[config.mk]
export PLATFORM = sky130hd
export DESIGN_NAME = pwmpd_tolerance
export DESIGN_NICKNAME = d
export VERILOG_FILES = /design/src/pwmpd_pkg.sv /design/src/pwmpd_tolerance.sv
export SDC_FILE = /design/constraint.sdc
export NUM_CORES = 2
export LEC_CHECK = 0
export BUFFER_PORTS_ARGS = -buffer_cell sky130_fd_sc_hd__buf_2
export CORE_MARGIN = 2
export CORE_UTILIZATION = 50
export CTS_CLUSTER_SIZE = 12
export DETAILED_ROUTE_END_ITERATION = 8
export GPL_TIMING_DRIVEN = 0
export PLACE_DENSITY = 0.66
export SETUP_SLACK_MARGIN = 0.5
export SLEW_MARGIN = 20
export SYNTH_ARGS = -nofsm -noshare
export SYNTH_HDL_FRONTEND = slang
export SYNTH_SLANG_ARGS = --single-unit
export TNS_END_PERCENT = 10
[constraint.sdc]
create_clock -name clock -period 7.35 [get_ports clock]
set_input_delay 1.1025 -clock clock [delete_from_list [all_inputs] [get_ports clock]]
set_output_delay 1.1025 -clock clock [all_outputs]
set_load 0.005 [all_outputs]
[src/pwmpd_pkg.sv]
package pwmpd_pkg;

   localparam int TIME_W = 16;
   localparam int PCT_W = 7;
   localparam int COUNT_W = 7;
   localparam int CODE_W = 64;
   localparam int TOL_W = 17;
   localparam int PROD_W = TIME_W + PCT_W;
   localparam int RECIP_W = 24;
   localparam int RECIP_SHIFT = 30;
   localparam int CSR_INDEX_W = 8;
   localparam int CSR_DATA_W = 16;

   // Reciprocal of 100 scaled by two to the RECIP_SHIFT, rounded up; exact for PROD_W-bit inputs.
   localparam logic [RECIP_W-1:0] RECIP_100 = 24'd10737419;

   localparam logic [1:0] SETTLE_CYCLES = 2'd2;
   localparam logic [COUNT_W-1:0] CODE_BIT_CAP = 7'd64;

   localparam logic [CSR_INDEX_W-1:0] REG_SHORT_TIME = 8'd0;
   localparam logic [CSR_INDEX_W-1:0] REG_LONG_TIME = 8'd1;
   localparam logic [CSR_INDEX_W-1:0] REG_TOLERANCE_PCT = 8'd2;
   localparam logic [CSR_INDEX_W-1:0] REG_BITS_NEEDED = 8'd3;

   localparam logic [TIME_W-1:0] RESET_SHORT_TIME = 16'd400;
   localparam logic [TIME_W-1:0] RESET_LONG_TIME = 16'd800;
   localparam logic [PCT_W-1:0] RESET_TOLERANCE_PCT = 7'd20;
   localparam logic [COUNT_W-1:0] RESET_BITS_NEEDED = 7'd64;

   localparam logic STATUS_OK = 1'b0;
   localparam logic STATUS_FAIL = 1'b1;

   typedef struct packed {
      logic [TIME_W-1:0] high_time;
      logic [TIME_W-1:0] low_time;
      logic start_of_burst;
      logic last_pair;
   } req_payload_type;

   typedef struct packed {
      logic status;
      logic [CODE_W-1:0] code_word;
      logic [27:0] serial_number;
      logic [3:0] button_id;
      logic [31:0] rolling_code;
      logic [COUNT_W-1:0] bit_length;
   } rsp_payload_type;

   typedef struct packed {
      logic [CSR_INDEX_W-1:0] reg_index;
      logic [CSR_DATA_W-1:0] wdata;
   } csr_payload_type;

   typedef struct packed {
      logic [TOL_W-1:0] tol_short;
      logic [TOL_W-1:0] tol_long;
      logic settling;
   } tol_status_type;

endpackage

[src/pwmpd_tolerance.sv]
module pwmpd_tolerance
   import pwmpd_pkg::*;
(
   input  logic clock,
   input  logic reset,
   input  logic [TIME_W-1:0] short_time,
   input  logic [TIME_W-1:0] long_time,
   input  logic [PCT_W-1:0] tolerance_pct,
   input  logic cfg_write,
   output tol_status_type tol_status
);

   logic [PROD_W-1:0] prod_short_ff, prod_short_in;
   logic [PROD_W-1:0] prod_long_ff, prod_long_in;
   logic [TOL_W-1:0] tol_short_ff, tol_short_in;
   logic [TOL_W-1:0] tol_long_ff, tol_long_in;
   logic [1:0] settle_ff, settle_in;
   logic [PROD_W+RECIP_W-1:0] quot_short;
   logic [PROD_W+RECIP_W-1:0] quot_long;

   assign prod_short_in = PROD_W'(short_time) * PROD_W'(tolerance_pct);
   assign prod_long_in = PROD_W'(long_time) * PROD_W'(tolerance_pct);

   assign quot_short = (PROD_W+RECIP_W)'(prod_short_ff) * (PROD_W+RECIP_W)'(RECIP_100);
   assign quot_long = (PROD_W+RECIP_W)'(prod_long_ff) * (PROD_W+RECIP_W)'(RECIP_100);
   assign tol_short_in = quot_short[RECIP_SHIFT +: TOL_W];
   assign tol_long_in = quot_long[RECIP_SHIFT +: TOL_W];

   always_comb begin
      if (cfg_write) begin
         settle_in = SETTLE_CYCLES;
      end else if (settle_ff != 2'd0) begin
         settle_in = settle_ff - 2'd1;
      end else begin
         settle_in = settle_ff;
      end
   end

   always_ff @(posedge clock) begin
      prod_short_ff <= prod_short_in;
      prod_long_ff <= prod_long_in;
      tol_short_ff <= tol_short_in;
      tol_long_ff <= tol_long_in;
   end

   always_ff @(posedge clock) begin
      if (reset) begin
         settle_ff <= SETTLE_CYCLES;
      end else begin
         settle_ff <= settle_in;
      end
   end

   assign tol_status.tol_short = tol_short_ff;
   assign tol_status.tol_long = tol_long_ff;
   assign tol_status.settling = (settle_ff != 2'd0);

endmodule

==> flow_summary.ini <==
[global_route]
grt_overflow = 0
grt_start_max_net_pins = 17
grt_use_total_pct = 23.92
grt_pass1_vias = 19829
grt_first_pass_wirelength_um = 101400
antenna_found_initial = 7

[routing]
drt_wl_total_um = 60440
first_pass_iters = 7
vias_per_cell = 5.198
drc_errors = 0
first_iter_violations = 881
wl_per_cell_um = 17.47
drtAntennaViolNets = 0
vias = 17980

[logic_synthesis]
ys_seq_area_share_pct = 6.202
synthFlopType = dfxtp_1
syn-cell-area_mm2 = 0.02647
synth_compound_area_share_pct = 5.989
synthAdderAreaFrac_pct = 66.83
synth_top_area_cell = fa_1
ys_seq_elements = 82
synthMuxAreaShare_pct = 0.03782
synth_top_family_by_area = adder cells
synth_area_leaders = fa_1 40%, ha_1 27%, inv_1 10%
synth_cell_types = 57
synth_area_per_cell_um2 = 9.906
synth_edf_count = 0
synthesis.nets = 3811
syn_inst = 2672
yosysWarnings = 0
yosys.area.top_type_share_pct = 39.93
synth_xor_area_share_pct = 2.449
synthArstFlopShare_pct = 0
synth-simple-area-share_pct = 7.714

[setup_path]
crit_type = flop to flop
crit_path_end_kind = flop
path_cells = inv_1 -> fa_1 -> fa_1 -> fa_1 -> inv_1 -> fa_1 -> fa_1 -> fa_1 -> fa_1 -> ha_1 -> nor2_1 -> o31ai_1 -> and2_1 -> nor2b_1 -> a311o_1 -> a21oi_4 -> nor3_1 -> o31ai_2 -> xor2_1
slowest_delay_ns = 0.65
crit_buf_inv = 2
cp.required_ns = 7.65
crit_slowest_cell = fa_1
critPathMostFrequentCell = fa_1
critPathLaunchType = flop
arrival_ns = 6.88
cp_top_family = adder cells
path_max_fanout = 6

[final_layout]
fillers = 4731
nets = 3902
layout_commonest_cell = inv_1
multi_input_area_mm2 = 0.02206
syn2layout_area_growth_pct = 6.433
final_cell_mix = 734 x inv_1, 567 x ha_1, 528 x fa_1
seqCellArea_mm2 = 0.001677
drive_gt1_share_pct = 4.986

[timing]
slew_headroom_pct = 49.28
worstMarginPinSlew_ns = 0.7597
rsz0062_at_grt = yes
maxClockFrequency_ghz = 0.1521
hold_viol_final = 0
tns_ns = 0
fin_crit_sh_pct = 89.47
finalCriticalPeriod_ns = 6.576
fin_worst_skew_ns = 0.01334
finalSetupViolCount = 0
slew_viol_final = 0

[die]
num_rows = 84
coreArea_mm2 = 0.05245
die_h_um = 234.1
initial_core_util_pct = 50.47
dieArea_mm2 = 0.05480
die_w_um = 234.1
pin_count = 77

[clocking]
clk_pin_slew_ns = 0.07
numCtsBuffers = 9
clock-root-buffer = clkbuf_16
hold_buffers = 0
cts_buffer_depth = 2
cts_sinks = 82
htreeDepth = 3
insertion_delay_ns = 0.38
cts_tree = done

[hold_path]
min-delay-path-class = flop to flop

[place]
io_buffers = 76
globalplace.congestion = 0.9402
detailed_place_hpwl_um = 53530

[flow_run]
maxCapViolCount = 0

[status]
outcome = complete, no violations
==> logic make-up (layout without fill, tap and decap cells) <==
group,Yosys count,count (layout)
other,0,3
adders and majority gates,1097,1097
buffers and inverters,760,856
xor gates and xnor gates,74,74
muxes,1,1
AOI/OAI and AO/OA,239,239
DFF,82,82
and+or+nand+nor,419,419
==> what timing repair did <==
item / in CTS / in global routing
setup buffers: 0 / 4
pin swaps: 0 / 5
resized for setup: 9 / 32
setup endpoints to repair: 9 / 20
==> stage by stage <==
stage	worst slack, ns	utilization [%]	cells	cell area (µm²)	hold slack (ns)
floorplan	1.130	-	2672	26470	0.5074
global placement	0.1325	52.84	3436	27710	0.5224
detailed placement	0.01807	52.84	3436	27710	0.5521
CTS	0.4808	53.45	3452	28030	0.5711
global route	0.4767	53.71	3458	28170	0.5902
finish	0.7736	53.72	3459	28170	0.5540
==> state kept, by name, indices dropped and copies added, names as in the netlist <==
signal         flops
prod_short_ff     23
tol_long_ff       17
prod_long_ff      23
settle_ff          2
tol_short_ff      17
==> layer usage <==
layer,GRT usage [%],vias up,routed length [µm],share of wire (%)
li1,-,8478,-,-
met3,3.928,79,3277,5.4
met5,0,-,45,0.074
met4,6.744,8,1498,2.5
met1,31.52,9025,26520,44
met2,40.70,390,29090,48
==> final timing paths <==
check,from,depth (start not counted),slack (ns),endpoint
worst min register to register,settle_ff[0]$_SDFFE_PP0P_,2,0.55,settle_ff[0]$_SDFFE_PP0P_
worst min-delay path,settle_ff[0]$_SDFFE_PP0P_,2,0.55,settle_ff[0]$_SDFFE_PP0P_
worst max-delay path,prod_short_ff[11]$_DFF_P_,19,0.77,tol_short_ff[15]$_DFF_P_
worst max register to register,prod_short_ff[11]$_DFF_P_,19,0.77,tol_short_ff[15]$_DFF_P_
==> synthesized netlist by cell type, types with 2 or more instances <==
cell type and n:
a211o_1 4, a211oi_1 8, a21boi_0 2, a21o_1 42
a21oi_1 70, a221o_1 2, a31oi_1 16, a41o_1 4
and2_1 79, and3_1 15, and4_1 3, clkbuf_1 26
dfxtp_1 82, fa_1 528, ha_1 569, inv_1 734
nand2_1 174, nand2b_1 10, nand3_1 19, nand3b_1 3
nand4_1 15, nor2_1 47, nor2b_1 13, nor3_1 21
o2111ai_1 4, o211a_1 2, o211ai_1 4, o21a_1 12
o21ai_0 33, o21ai_1 2, o21bai_1 10, o22ai_1 3
o311ai_0 2, o31a_1 2, o31ai_1 5, o31ai_2 2
or2_2 5, or3_1 9, xnor2_1 45, xor2_1 29
==> worst register-to-register path: stages, from the launching register on <==
cell and delay (ns):
dfxtp_2 0.48, inv_1 0.16, fa_1 0.65, fa_1 0.49, fa_1 0.53, inv_1 0.06, fa_1 0.44, fa_1 0.56
fa_1 0.45, fa_1 0.61, ha_1 0.30, nor2_1 0.09, o31ai_1 0.24, and2_1 0.24, nor2b_1 0.06, a311o_1 0.44
a21oi_4 0.21, nor3_1 0.11, o31ai_2 0.24, xor2_1 0.17
==> final cells by class <==
type / count / share of cell area (%)
diodes: 3 / 0.02665
plain buffers: 26 / 0.3464
clock buffers: 10 / 0.8483
clock inverters: 6 / 0.2132
inverters: 734 / 9.780
multi-input cells: 1830 / 78.32
flip-flops and latches: 82 / 5.951
well taps: 688 / 3.056
repair buffers: 80 / 1.457
Power is left out: the tool's default activity adds up to more than one toggle a clock period on the data nets, which glitch-free logic cannot reach.
